`config.mk`:
```
export PLATFORM = sky130hd
export DESIGN_NAME = crc8_frame_receiver
export DESIGN_NICKNAME = d
export VERILOG_FILES = /design/src/rtl/crc8fr_pkg.sv /design/src/rtl/crc8fr_regs.sv /design/src/rtl/crc8fr_core.sv /design/src/rtl/crc8_frame_receiver.sv
export SDC_FILE = /design/constraint.sdc
export NUM_CORES = 1
export LEC_CHECK = 0
export BUFFER_PORTS_ARGS = -buffer_cell sky130_fd_sc_hd__clkbuf_2
export CELL_PAD_IN_SITES_DETAIL_PLACEMENT = 1
export CELL_PAD_IN_SITES_GLOBAL_PLACEMENT = 1
export CORE_AREA = 2 2 189 144
export CTS_BUF_LIST = sky130_fd_sc_hd__clkbuf_8
export CTS_CLUSTER_SIZE = 24
export DETAILED_ROUTE_END_ITERATION = 8
export DIE_AREA = 0 0 191 146
export MAX_ROUTING_LAYER = met4
export PLACE_DENSITY_LB_ADDON = 0.1
export SYNTH_ARGS = -nofsm -noshare
export SYNTH_HDL_FRONTEND = slang
export SYNTH_SLANG_ARGS = --single-unit
```
`constraint.sdc`:
```
create_clock -name clk -period 4.35 [get_ports clk]
set_input_delay 0.435 -clock clk [delete_from_list [all_inputs] [get_ports clk]]
set_output_delay 0.435 -clock clk [all_outputs]
set_load 0.1 [all_outputs]
```
`src/rtl/crc8fr_pkg.sv`:
```
// Shared types, codes and the CRC-8 byte update for the frame receiver.
package crc8fr_pkg;

  localparam int unsigned CfgAddrW = 4;

  localparam logic [1:0] KIND_FUNCT  = 2'd0;
  localparam logic [1:0] KIND_DATA   = 2'd1;
  localparam logic [1:0] KIND_STATUS = 2'd2;

  localparam logic [2:0] ST_OK       = 3'd0;
  localparam logic [2:0] ST_NOT_ADDR = 3'd1;
  localparam logic [2:0] ST_END_ERR  = 3'd2;
  localparam logic [2:0] ST_CRC_ERR  = 3'd3;
  localparam logic [2:0] ST_LEN_ERR  = 3'd4;

  localparam logic [1:0] REG_START = 2'd0;
  localparam logic [1:0] REG_END   = 2'd1;
  localparam logic [1:0] REG_ADDR  = 2'd2;

  localparam logic [7:0]  CRC_INIT  = 8'hFF;
  localparam logic [7:0]  CRC_POLY  = 8'h31;
  localparam logic [15:0] MIN_LEN   = 16'd8;

  typedef struct packed {
    logic [7:0]  start_byte;
    logic [7:0]  end_byte;
    logic [31:0] own_address;
  } cfg_t;

  function automatic logic [7:0] crc8_next(input logic [7:0] crc, input logic [7:0] b);
    logic [7:0] x;
    x = crc ^ b;
    for (int i = 0; i < 8; i++) begin
      if (x[7]) begin
        x = {x[6:0], 1'b0} ^ CRC_POLY;
      end else begin
        x = {x[6:0], 1'b0};
      end
    end
    return x;
  endfunction

endpackage

```
`src/rtl/crc8fr_regs.sv`:
```
// Configuration register file with its APB-style access port.
module crc8fr_regs import crc8fr_pkg::*; (
  input  logic                clk,
  input  logic                rst_n,
  input  logic                cfg_psel,
  input  logic                cfg_penable,
  input  logic                cfg_pwrite,
  input  logic [CfgAddrW-1:0] cfg_paddr,
  input  logic [31:0]         cfg_pwdata,
  output logic [31:0]         cfg_prdata,
  output logic                cfg_pready,
  output cfg_t                cfg
);

  cfg_t       cfg_r;
  logic       wr_en;
  logic [1:0] reg_idx;

  assign cfg_pready = 1'b1;
  assign wr_en      = cfg_psel && cfg_penable && cfg_pwrite;
  assign reg_idx    = cfg_paddr[3:2];
  assign cfg        = cfg_r;

  always_ff @(posedge clk) begin
    if (!rst_n) begin
      cfg_r.start_byte  <= 8'h02;
      cfg_r.end_byte    <= 8'h03;
      cfg_r.own_address <= 32'h0;
    end else if (wr_en) begin
      case (reg_idx)
        REG_START: cfg_r.start_byte  <= cfg_pwdata[7:0];
        REG_END:   cfg_r.end_byte    <= cfg_pwdata[7:0];
        REG_ADDR:  cfg_r.own_address <= cfg_pwdata;
        default: ;
      endcase
    end
  end

  always_comb begin
    case (reg_idx)
      REG_START: cfg_prdata = {24'h0, cfg_r.start_byte};
      REG_END:   cfg_prdata = {24'h0, cfg_r.end_byte};
      REG_ADDR:  cfg_prdata = cfg_r.own_address;
      default:   cfg_prdata = 32'h0;
    endcase
  end

endmodule

```
`src/rtl/crc8fr_core.sv`:
```
// Input byte register, frame parser with running CRC, and result register.
module crc8fr_core import crc8fr_pkg::*; (
  input  logic       clk,
  input  logic       rst_n,
  input  cfg_t       cfg,
  input  logic       in_tvalid,
  output logic       in_tready,
  input  logic [7:0] in_byte,
  output logic       out_tvalid,
  input  logic       out_tready,
  output logic [1:0] out_kind,
  output logic [7:0] out_byte,
  output logic [2:0] out_status,
  output logic       out_last
);

  localparam logic [2:0] PH_HUNT  = 3'd0;
  localparam logic [2:0] PH_ADDR  = 3'd1;
  localparam logic [2:0] PH_LEN   = 3'd2;
  localparam logic [2:0] PH_FUNCT = 3'd3;
  localparam logic [2:0] PH_DATA  = 3'd4;
  localparam logic [2:0] PH_CRC   = 3'd5;
  localparam logic [2:0] PH_END   = 3'd6;

  localparam logic [15:0] ADDR_LAST = 16'd3;
  localparam logic [15:0] LEN_LAST  = 16'd1;

  logic        s1_valid_r;
  logic [7:0]  s1_byte_r;
  logic        adv;

  logic [2:0]  phase_r, phase_nxt;
  logic [15:0] cnt_r, cnt_nxt;
  logic [7:0]  crc_r, crc_nxt;
  logic [31:0] addr_r, addr_nxt;
  logic [15:0] len_r, len_nxt;
  logic [7:0]  rcrc_r, rcrc_nxt;
  logic        match_r, match_nxt;

  logic        res_v;
  logic [1:0]  res_kind;
  logic [7:0]  res_data;
  logic [2:0]  res_status;

  logic        out_valid_r;
  logic [1:0]  out_kind_r;
  logic [7:0]  out_byte_r;
  logic [2:0]  out_status_r;
  logic        out_last_r;

  logic [7:0]  crc_upd;
  logic [31:0] addr_sh;
  logic [15:0] len_sh;
  logic [15:0] cnt_inc;

  assign adv       = s1_valid_r && (!out_valid_r || out_tready);
  assign in_tready = !s1_valid_r || adv;

  always_ff @(posedge clk) begin
    if (!rst_n) begin
      s1_valid_r <= 1'b0;
    end else if (in_tready) begin
      s1_valid_r <= in_tvalid;
    end
  end

  always_ff @(posedge clk) begin
    if (in_tready && in_tvalid) begin
      s1_byte_r <= in_byte;
    end
  end

  assign crc_upd = crc8_next(crc_r, s1_byte_r);
  assign addr_sh = {addr_r[23:0], s1_byte_r};
  assign len_sh  = {len_r[7:0], s1_byte_r};
  assign cnt_inc = cnt_r + 16'd1;

  always_comb begin
    phase_nxt  = phase_r;
    cnt_nxt    = cnt_r;
    crc_nxt    = crc_r;
    addr_nxt   = addr_r;
    len_nxt    = len_r;
    rcrc_nxt   = rcrc_r;
    match_nxt  = match_r;
    res_v      = 1'b0;
    res_kind   = KIND_FUNCT;
    res_data   = 8'h0;
    res_status = ST_OK;
    case (phase_r)
      PH_ADDR: begin
        crc_nxt  = crc_upd;
        addr_nxt = addr_sh;
        cnt_nxt  = cnt_inc;
        if (cnt_r == ADDR_LAST) begin
          match_nxt = (addr_sh == cfg.own_address);
          cnt_nxt   = 16'd0;
          phase_nxt = PH_LEN;
        end
      end
      PH_LEN: begin
        crc_nxt = crc_upd;
        len_nxt = len_sh;
        cnt_nxt = cnt_inc;
        if (cnt_r == LEN_LAST) begin
          cnt_nxt = 16'd0;
          if (len_sh < MIN_LEN) begin
            phase_nxt  = PH_HUNT;
            res_v      = 1'b1;
            res_kind   = KIND_STATUS;
            res_status = ST_LEN_ERR;
          end else begin
            phase_nxt = PH_FUNCT;
          end
        end
      end
      PH_FUNCT: begin
        crc_nxt   = crc_upd;
        cnt_nxt   = 16'd0;
        phase_nxt = (len_r == MIN_LEN) ? PH_CRC : PH_DATA;
        res_v     = match_r;
        res_kind  = KIND_FUNCT;
        res_data  = s1_byte_r;
      end
      PH_DATA: begin
        crc_nxt = crc_upd;
        cnt_nxt = cnt_inc;
        if (cnt_inc >= len_r - MIN_LEN) begin
          cnt_nxt   = 16'd0;
          phase_nxt = PH_CRC;
        end
        res_v    = match_r;
        res_kind = KIND_DATA;
        res_data = s1_byte_r;
      end
      PH_CRC: begin
        rcrc_nxt  = s1_byte_r;
        phase_nxt = PH_END;
      end
      PH_END: begin
        phase_nxt = PH_HUNT;
        res_v     = 1'b1;
        res_kind  = KIND_STATUS;
        if (s1_byte_r != cfg.end_byte) begin
          res_status = ST_END_ERR;
        end else if (rcrc_r != crc_r) begin
          res_status = ST_CRC_ERR;
        end else if (!match_r) begin
          res_status = ST_NOT_ADDR;
        end else begin
          res_status = ST_OK;
        end
      end
      default: begin
        phase_nxt = PH_HUNT;
        if (s1_byte_r == cfg.start_byte) begin
          crc_nxt   = CRC_INIT;
          cnt_nxt   = 16'd0;
          addr_nxt  = 32'h0;
          len_nxt   = 16'd0;
          rcrc_nxt  = 8'h0;
          match_nxt = 1'b0;
          phase_nxt = PH_ADDR;
        end
      end
    endcase
  end

  always_ff @(posedge clk) begin
    if (!rst_n) begin
      phase_r <= PH_HUNT;
      cnt_r   <= 16'd0;
      crc_r   <= CRC_INIT;
      addr_r  <= 32'h0;
      len_r   <= 16'd0;
      rcrc_r  <= 8'h0;
      match_r <= 1'b0;
    end else if (adv) begin
      phase_r <= phase_nxt;
      cnt_r   <= cnt_nxt;
      crc_r   <= crc_nxt;
      addr_r  <= addr_nxt;
      len_r   <= len_nxt;
      rcrc_r  <= rcrc_nxt;
      match_r <= match_nxt;
    end
  end

  always_ff @(posedge clk) begin
    if (!rst_n) begin
      out_valid_r <= 1'b0;
    end else if (adv) begin
      out_valid_r <= res_v;
    end else if (out_tready) begin
      out_valid_r <= 1'b0;
    end
  end

  always_ff @(posedge clk) begin
    if (adv && res_v) begin
      out_kind_r   <= res_kind;
      out_byte_r   <= res_data;
      out_status_r <= res_status;
      out_last_r   <= (res_kind == KIND_STATUS);
    end
  end

  assign out_tvalid = out_valid_r;
  assign out_kind   = out_kind_r;
  assign out_byte   = out_byte_r;
  assign out_status = out_status_r;
  assign out_last   = out_last_r;

  a_fwd_needs_match: assert property (@(posedge clk) disable iff (!rst_n)
    adv && res_v && res_kind != KIND_STATUS |-> match_r)
    else $error("forwarded byte without address match");

  a_crc_then_end: assert property (@(posedge clk) disable iff (!rst_n)
    adv && phase_r == PH_CRC |=> phase_r == PH_END)
    else $error("CRC byte not followed by end phase");

  a_start_inits: assert property (@(posedge clk) disable iff (!rst_n)
    adv && phase_r == PH_HUNT && s1_byte_r == cfg.start_byte
    |=> phase_r == PH_ADDR && crc_r == CRC_INIT && cnt_r == 16'd0)
    else $error("frame start did not initialize parser");

  a_status_is_last: assert property (@(posedge clk) disable iff (!rst_n)
    out_valid_r |-> (out_last_r == (out_kind_r == KIND_STATUS)))
    else $error("last flag does not match status beat");

endmodule

```
`src/rtl/crc8_frame_receiver.sv`:
```
// Top level of the CRC-8 checked start/end framed byte receiver.
//
//  port group | dir     | beat contents
//  in_*       | sink    | tdata[7:0] rx_byte
//  out_*      | source  | tdata[7:0] data_byte, [10:8] status; tuser kind; tlast last
//  cfg_*      | APB     | 0x0 start_byte, 0x4 end_byte, 0x8 own_address
//
// One beat per cycle sustained while no out_ beat is stalled; a byte passes from in_ to out_
// through the input register, then the parser and result register.
// rst_n is synchronous; the parser resets to hunting with CRC at 0xFF.
// A stalled out_ beat holds the input register; in_tready drops only then.
module crc8_frame_receiver import crc8fr_pkg::*; (
  input  logic                clk,
  input  logic                rst_n,
  input  logic                in_tvalid,
  output logic                in_tready,
  input  logic [7:0]          in_tdata,    // [7:0] rx_byte
  output logic                out_tvalid,
  input  logic                out_tready,
  output logic [15:0]         out_tdata,   // [7:0] data_byte, [10:8] status, [15:11] zero
  output logic [1:0]          out_tuser,   // [1:0] kind
  output logic                out_tlast,
  input  logic                cfg_psel,
  input  logic                cfg_penable,
  input  logic                cfg_pwrite,
  input  logic [CfgAddrW-1:0] cfg_paddr,
  input  logic [31:0]         cfg_pwdata,
  output logic [31:0]         cfg_prdata,
  output logic                cfg_pready
);

  cfg_t       cfg;
  logic [7:0] res_data;
  logic [2:0] res_status;

  crc8fr_regs u_regs (
    .clk         (clk),
    .rst_n       (rst_n),
    .cfg_psel    (cfg_psel),
    .cfg_penable (cfg_penable),
    .cfg_pwrite  (cfg_pwrite),
    .cfg_paddr   (cfg_paddr),
    .cfg_pwdata  (cfg_pwdata),
    .cfg_prdata  (cfg_prdata),
    .cfg_pready  (cfg_pready),
    .cfg         (cfg)
  );

  crc8fr_core u_core (
    .clk        (clk),
    .rst_n      (rst_n),
    .cfg        (cfg),
    .in_tvalid  (in_tvalid),
    .in_tready  (in_tready),
    .in_byte    (in_tdata),
    .out_tvalid (out_tvalid),
    .out_tready (out_tready),
    .out_kind   (out_tuser),
    .out_byte   (res_data),
    .out_status (res_status),
    .out_last   (out_tlast)
  );

  assign out_tdata = {5'b0, res_status, res_data};

endmodule
```
==> flow_summary.ini, run 1 <==
[status]
status = finished, final reports clean

[finish]
layout.cells.non_filler = 1313
stdcell_area_um2 = 8890
final_cell_mix = nand2_1 (150), dfxtp_1 (126), clkbuf_2 (96)
antenna_cells = 0
synthToLayoutAreaGrowth_pct = 15.2
final_common_cell = nand2_1
nets = 1026
n_fill_cell = 3109
drive_above_1_share_pct = 16.5

[global_routing]
grt_usage_pct = 18.6
grt_pass1_vias = 6421
grt_pass1_wl_mm = 38.5
grt_max_degree = 48
antenna_found_initial = 0
grt_remaining_overflow = 0

[timing]
max_freq_mhz = 300
grt_setup_unrepaired = no
post-route-period-util_pct = 76.6
setup_viol = 0
slew_headroom_pct = 20.6
hold_violations = 0
fin_crit_ns = 3.33
fin_skew_ns = 0.0162
tightestPinTransition_ns = 1.18
drv_slew = 0
tns_ns = 0

[yosys]
synth_xor_area_share_pct = 11.0
synth_fa_ha_area_share_pct = 3.08
yosysTopAreaCell = dfxtp_1
muxShareOfSynthArea_pct = 4.28
synthTopCellsByArea = dfxtp_1 (33%), edfxtp_1 (8.6%), xnor2_1 (8.1%)
synthArstFlopShare_pct = 0
synth_top_area_share_pct = 32.7
synth_top_family_by_area = simple AND/OR/NAND/NOR gates
synth_cell_types = 62
synth_compound_area_share_pct = 13.9
yosys_register_bits = 148
ys_warn_count = 0
avgSynthCellArea_um2 = 8.84
synthCells = 873
synth_flop_cell = dfxtp_1
seq_area_frac_synth_pct = 41.2
synth_area_um2 = 7720
synth_edf_count = 22
yosys.area_share.simple_pct = 21.5

[floorplan]
coreArea_um2 = 25800
ios = 105
die-area_um2 = 27900
row_count = 51
die_h_um = 146
die_x_um = 191
start_util_pct = 29.9

[detailed_routing]
viasPerCell = 4.93
drt_first_iter_violations = 336
drtAntennaViolNets = 0
finalWirelength_mm = 24.6
drcViolationCount = 0
via_count = 6473
detail_route.first_pass.iterations = 4
wl_per_cell_um = 18.7

[cts]
insertion_delay_ns = 0.47
cts_made_buffers = 17
cts_resized = 0
cts.path.max_buffers = 2
cts_tree = done
post-cts-setup-buffers = 0
cts_sinks = 148
cts-hold-fix-buffers = 0
cts_root_buffer = clkbuf_8
clk_pin_slew_ns = 0.08
cts_max_level = 4

[min_path]
hold_path_depth = 1
min_from = in_tdata[6]
min-delay-path-class = in -> reg
hold_end = u_core.s1_byte_r[6]

[job]
drv_cap = 0

[setup_path]
worstPathMaxFanout = 16
ff2ff_path_depth = 13
crit_top_cell = ha_1
cp_cell_sequence = ha_1 > and3_1 > and4_1 > xnor2_1 > inv_1 > ha_1 > nand4_1 > a311oi_1 > a31oi_1 > a22oi_1 > buf_4 > a2111oi_0 > o21bai_1
required_ns = 4.69
slowest_stage = dfxtp_1
r2r_end = u_core.cnt_r[2]
arrival_ns = 3.67
timing.rr.start = u_core.cnt_r[0]
crit_path_end_kind = register
crit_path_start_kind = register
max_stage_delay_ns = 0.52
cp-startpoint = u_core.cnt_r[0]
criticalPathCategory = reg -> reg
reg2reg_slack_ns = 1.02

[pwr]
p_leak_nw = 3.53
power.total_w = 0.00271
powerDensity_nw_per_um2 = 305
max-vdd-ir-drop_mv = 0.180

[placed_design]
dp_hpwl_mm = 17.8
placed_cell_area_um2 = 8530
gp_congestion = 0.767
placed_cells_incl_taps = 1281
port_buffers = 96
-- flip-flops by register name, indices dropped and copies added, names as in the netlist, 2 cells and up --
register and count:
u_regs.cfg 48, u_core.addr_r 24, u_core.cnt_r 16, u_core.len_r 16, u_core.crc_r 8, u_core.out_byte 8, u_core.rcrc_r 8, u_core.s1_byte_r 8
u_core.out_status 3, u_core.phase_r 3, u_core.out_kind 2
-- synthesized netlist by cell type (all sizes together) (4+ instances only) --
master,count
dfxtp,126
edfxtp,22
a211oi,6
buf,21
a211o,4
o21a,4
xnor2,71
nor4,12
o21ai,23
clkbuf,36
xor2,25
nor2,39
a31oi,4
nand4,25
a22o,32
and2,28
ha,19
nand2,151
mux2i,33
nor3,14
nand3,24
inv,24
o32a,10
nand2b,11
and4,5
a21oi,55
nor2b,15
and3,4
-- per-layer routing --
metal	wire length (um)	GRT usage [%]	part of all wire [%]	up-vias
met2	9480	23.6	39	92
met4	172	3.49	0.70	0
met3	864	3.35	3.5	12
met1	14100	29.6	57	3179
li1	-	-	-	3190
met5	0	-	0	-
-- metrics by stage --
step	hold slack (ns)	setup slack (ns)	util, %
after floorplan	0.456	0.524	-
after global placement	0.473	1.09	33.0
after detailed placement	0.477	1.01	33.0
after CTS	0.106	0.994	34.4
after global routing	0.113	0.765	34.4
final	0.139	1.02	34.4
-- worst max path at each step --
stage,endpoint,slack [ns],depth (start not counted)
finish,u_core.cnt_r[2],1.02,13
global route,u_core.cnt_r[2],0.76,13
CTS,u_core.cnt_r[2],0.99,13
detailed placement,u_core.cnt_r[2],1.01,13
global placement,u_core.cnt_r[2],1.09,15
floorplan,cfg_prdata[6],0.52,4
-- cell families after synthesis --
logic type,Yosys count
AND/OR/NAND/NOR,339
AO/OA/AOI/OAI,155
flip-flops,148
XOR/XNOR,96
buffers and inverters,81
multiplexers,33
adder cells (fa/ha/maj),19
other,2
-- critical path, delay by kind of cell (launching register included) --
kind,cells,cell delay (ns)
AO/OA/AOI/OAI,5,0.87
XOR/XNOR,1,0.14
adder cells (fa/ha/maj),2,0.68
buffers and inverters,2,0.37
flip-flops,1,0.52
AND/OR/NAND/NOR,3,0.60
-- area by class of cell --
| class | instances | area (um2) | area share (%) |
|---|---|---|---|
| Multi-Input combinational cell | 648 | 4180 | 47.1 |
| Sequential cell | 148 | 3180 | 35.8 |
| Timing Repair Buffer | 117 | 638 | 7.18 |
| Tap cell | 344 | 430 | 4.84 |
| Clock buffer | 20 | 275 | 3.10 |
| Clock inverter | 12 | 91.3 | 1.03 |
| Inverter | 24 | 90.1 | 1.01 |
-- power breakdown --
group	total, W	internal, W	switching (W)
Combinational	0.000253	0.0000790	0.000174
Clock	0.00104	0.000487	0.000553
Sequential	0.00142	0.00140	0.0000207
Total	0.00271	0.00196	0.000748
(Power assumes the default switching activity.)
==> inputs of run 2 (changes only) <==
--- a/config.mk
+++ b/config.mk
@@ -5,14 +5,15 @@
 export SDC_FILE = /design/constraint.sdc
 export NUM_CORES = 1
 export LEC_CHECK = 0
+export ABC_AREA = 1
 export BUFFER_PORTS_ARGS = -buffer_cell sky130_fd_sc_hd__clkbuf_2
 export CELL_PAD_IN_SITES_DETAIL_PLACEMENT = 1
 export CELL_PAD_IN_SITES_GLOBAL_PLACEMENT = 1
-export CORE_AREA = 2 2 189 144
+export CORE_AREA = 2 2 193 148
 export CTS_BUF_LIST = sky130_fd_sc_hd__clkbuf_8
 export CTS_CLUSTER_SIZE = 24
 export DETAILED_ROUTE_END_ITERATION = 8
-export DIE_AREA = 0 0 191 146
+export DIE_AREA = 0 0 195 150
 export MAX_ROUTING_LAYER = met4
 export PLACE_DENSITY_LB_ADDON = 0.1
 export SYNTH_ARGS = -nofsm -noshare
==> constraint.sdc (replaced) <==
create_clock -name clk -period 3.4 [get_ports clk]
set_input_delay 0.34 -clock clk [delete_from_list [all_inputs] [get_ports clk]]
set_output_delay 0.34 -clock clk [all_outputs]
set_load 0.1 [all_outputs]
==> run 2 against run 1 <==
Combinational power increased by 130%. Die area increased by 4.9%. Sequential share of layout area down 1.7 points. Total power increased by 41%. Setup slack got worse by 0.64 ns. Highest routed layer unchanged. First-iteration DRC count down 10%. Critical endpoint is now u_core.cnt_r[15]. Clock power rose by 33%. Synthesized cell count up 31%. Largest power group unchanged. Design area up 4.9%. Wire length is 7.9% higher.
==> flow_summary.ini, run 2 <==
[placed_design]
dpl_worst_slack_ns = 0.400
dp_hpwl_mm = 20.2
gp_congestion = 0.794
port_buffers = 96

[pwr]
max-vdd-ir-drop_mv = 0.234
p_leak_nw = 4.15
clkPwrFrac_pct = 36.1
swShare_pct = 31.8
pwr-share-seq_pct = 48.3
combPwrFrac_pct = 15.5
powerDensity_nw_per_um2 = 410
p_int_w = 0.00261
power.total_w = 0.00383
netSwitchingPower_w = 0.00122

[yosys]
netlist_top_cells_count = nand2_1 (271), nor2_1 (166), dfxtp_1 (126), inv_1 (106), a21oi_1 (81)
synth_area_um2 = 8080
ys_warn_count = 0
yosysMostFrequentCell = nand2_1
synthArstFlopShare_pct = 0
yosys_register_bits = 148
seq_area_frac_synth_pct = 39.4
synth_cell_types = 37
yosysTopAreaCell = dfxtp_1
synth_edf_count = 22
synth_top_area_share_pct = 31.2
synthTopCellsByArea = dfxtp_1 (31%), nand2_1 (13%), edfxtp_1 (8.2%)
avgSynthCellArea_um2 = 7.07
synthCells = 1143
synth_flop_cell = dfxtp_1

[finish]
antenna_cells = 0
n_fill_cell = 3512
drive_above_1_share_pct = 15.7
final_cell_mix = nand2_1 (271), nor2_1 (166), dfxtp_1 (126)
final_common_cell = nand2_1
synthToLayoutAreaGrowth_pct = 15.5
final_util_pct = 34.0
nets = 1306
largest_register_ffs = 48

[status]
status = finished, final reports clean

[cts]
insertion_delay_ns = 0.48
cts_root_buffer = clkbuf_8
cts_made_buffers = 17
cts_tree = done
cts_sinks = 148
cts.path.max_buffers = 2
cts_max_level = 4
clk_pin_slew_ns = 0.09

[setup_path]
worstPathMaxFanout = 13
arrival_ns = 3.36
criticalPathCategory = reg -> reg
required_ns = 3.74
crit_path_start_kind = register
crit_path_end_kind = register

[min_path]
min-delay-path-class = in -> reg

[global_routing]
grt_pass1_wl_mm = 42.1
grt_max_degree = 64
grt_pass1_vias = 7465
grt_usage_pct = 19.3
antenna_found_initial = 0
grt_remaining_overflow = 0

[detailed_routing]
viasPerCell = 4.67
drcViolationCount = 0
finalWirelength_mm = 26.5
drt_first_iter_violations = 301
wl_per_cell_um = 16.5
drtAntennaViolNets = 0
via_count = 7501
detail_route.first_pass.iterations = 4

[floorplan]
row_count = 53
die_h_um = 150
die-area_um2 = 29300
die_x_um = 195
start_util_pct = 29.4
ios = 105
coreArea_um2 = 27500

[timing]
fin_ws_ns = 0.377
post-route-period-util_pct = 88.9
whs_ns = 0.0315
fin_skew_ns = 0.0111
slew_headroom_pct = 42.8
hold_violations = 0
drv_slew = 0
tightestPinTransition_ns = 0.856
max_freq_mhz = 331
grt_setup_unrepaired = no
fin_crit_ns = 3.02
setup_viol = 0
tns_ns = 0

[job]
drv_cap = 0
-- run 2: cell types whose count changed after synthesis, moves of 23 or more --
cell     before  now
a21oi_1      55   81
a22o_1       32    0
a22oi_1       1   24
and2_1       28    0
inv_1        24  106
mux2i_1      33    0
nand2_1     150  271
nand3_1      23   53
nor2_1       39  166
o21ai_0      11   64
xnor2_1      71   24
-- run 2: cells by family after synthesis --
group	share of synthesized area [%]
other	0.0930
AO/OA/AOI/OAI	12.3
flip-flops	39.4
XOR/XNOR	7.27
adder cells (fa/ha/maj)	2.94
buffers and inverters	9.06
AND/OR/NAND/NOR	28.9
-- run 2: path summary, 6_finish.rpt --
check | startpoint | to | slack [ns] | depth (start not counted)
max | u_core.cnt_r[1] | u_core.cnt_r[15] | 0.38 | 18
min | in_tdata[7] | u_core.s1_byte_r[7] | 0.03 | 1
max reg2reg | u_core.cnt_r[1] | u_core.cnt_r[15] | 0.38 | 18
min reg2reg | u_core.cnt_r[15] | u_core.cnt_r[15] | 0.48 | 2
-- run 2: timing repair --
action,4_1_cts,5_1_grt
setup endpoints to repair,0,1
endpoints found under the hold margin,0,2
setup buffers,0,0
gates resized for setup,0,1
hold buffers,0,2
-- run 2: critical path, stage by stage, from the launching register on --
cell and delay (ns):
dfxtp_1 0.38, ha_1 0.24, nand2_1 0.07, nor2_1 0.14, nand2_1 0.12, nor2_1 0.30
xor2_1 0.27, inv_1 0.08, ha_1 0.27, nand2_1 0.04, inv_1 0.06, o21ai_0 0.09
a21oi_1 0.17, nor2_1 0.06, nand2_1 0.12, nand2_2 0.14, buf_12 0.18, nand2_1 0.08
a21oi_1 0.06
-- run 2: stage by stage --
step                area [um2]  instances
finish                    9330       1606
global route              9330       1606
CTS                       9310       1604
detailed placement        8930       1572
global placement          8930       1572
floorplan                 8090       1147
-- run 2: power groups by stage --
| stage | Combinational (W) | Sequential (W) | Clock (W) |
|---|---|---|---|
| finish | 0.000594 | 0.00185 | 0.00138 |
| global route | 0.000666 | 0.00186 | 0.00151 |
| CTS | 0.000601 | 0.00185 | 0.00144 |
| detailed placement | 0.000598 | 0.00189 | 0 |
| global placement | 0.000591 | 0.00189 | 0 |
| floorplan | 0.000431 | 0.00187 | 0 |
-- run 2: cell type report --
class	count	area [um2]	share of cell area [%]
Clock buffer	20	275	2.95
Clock inverter	12	105	1.13
Multi-Input combinational cell	827	4180	44.8
Sequential cell	148	3180	34.1
Inverter	125	472	5.05
Timing Repair Buffer	117	668	7.16
Tap cell	357	447	4.79
-- run 2: per-layer routing --
| metal | global-route usage [%] | up-vias | share of wire (%) |
|---|---|---|---|
| li1 | - | 3836 | - |
| met1 | 27.7 | 3570 | 53 |
| met2 | 28.7 | 82 | 43 |
| met3 | 2.93 | 13 | 2.9 |
| met4 | 4.20 | 0 | 0.76 |
| met5 | - | - | 0 |
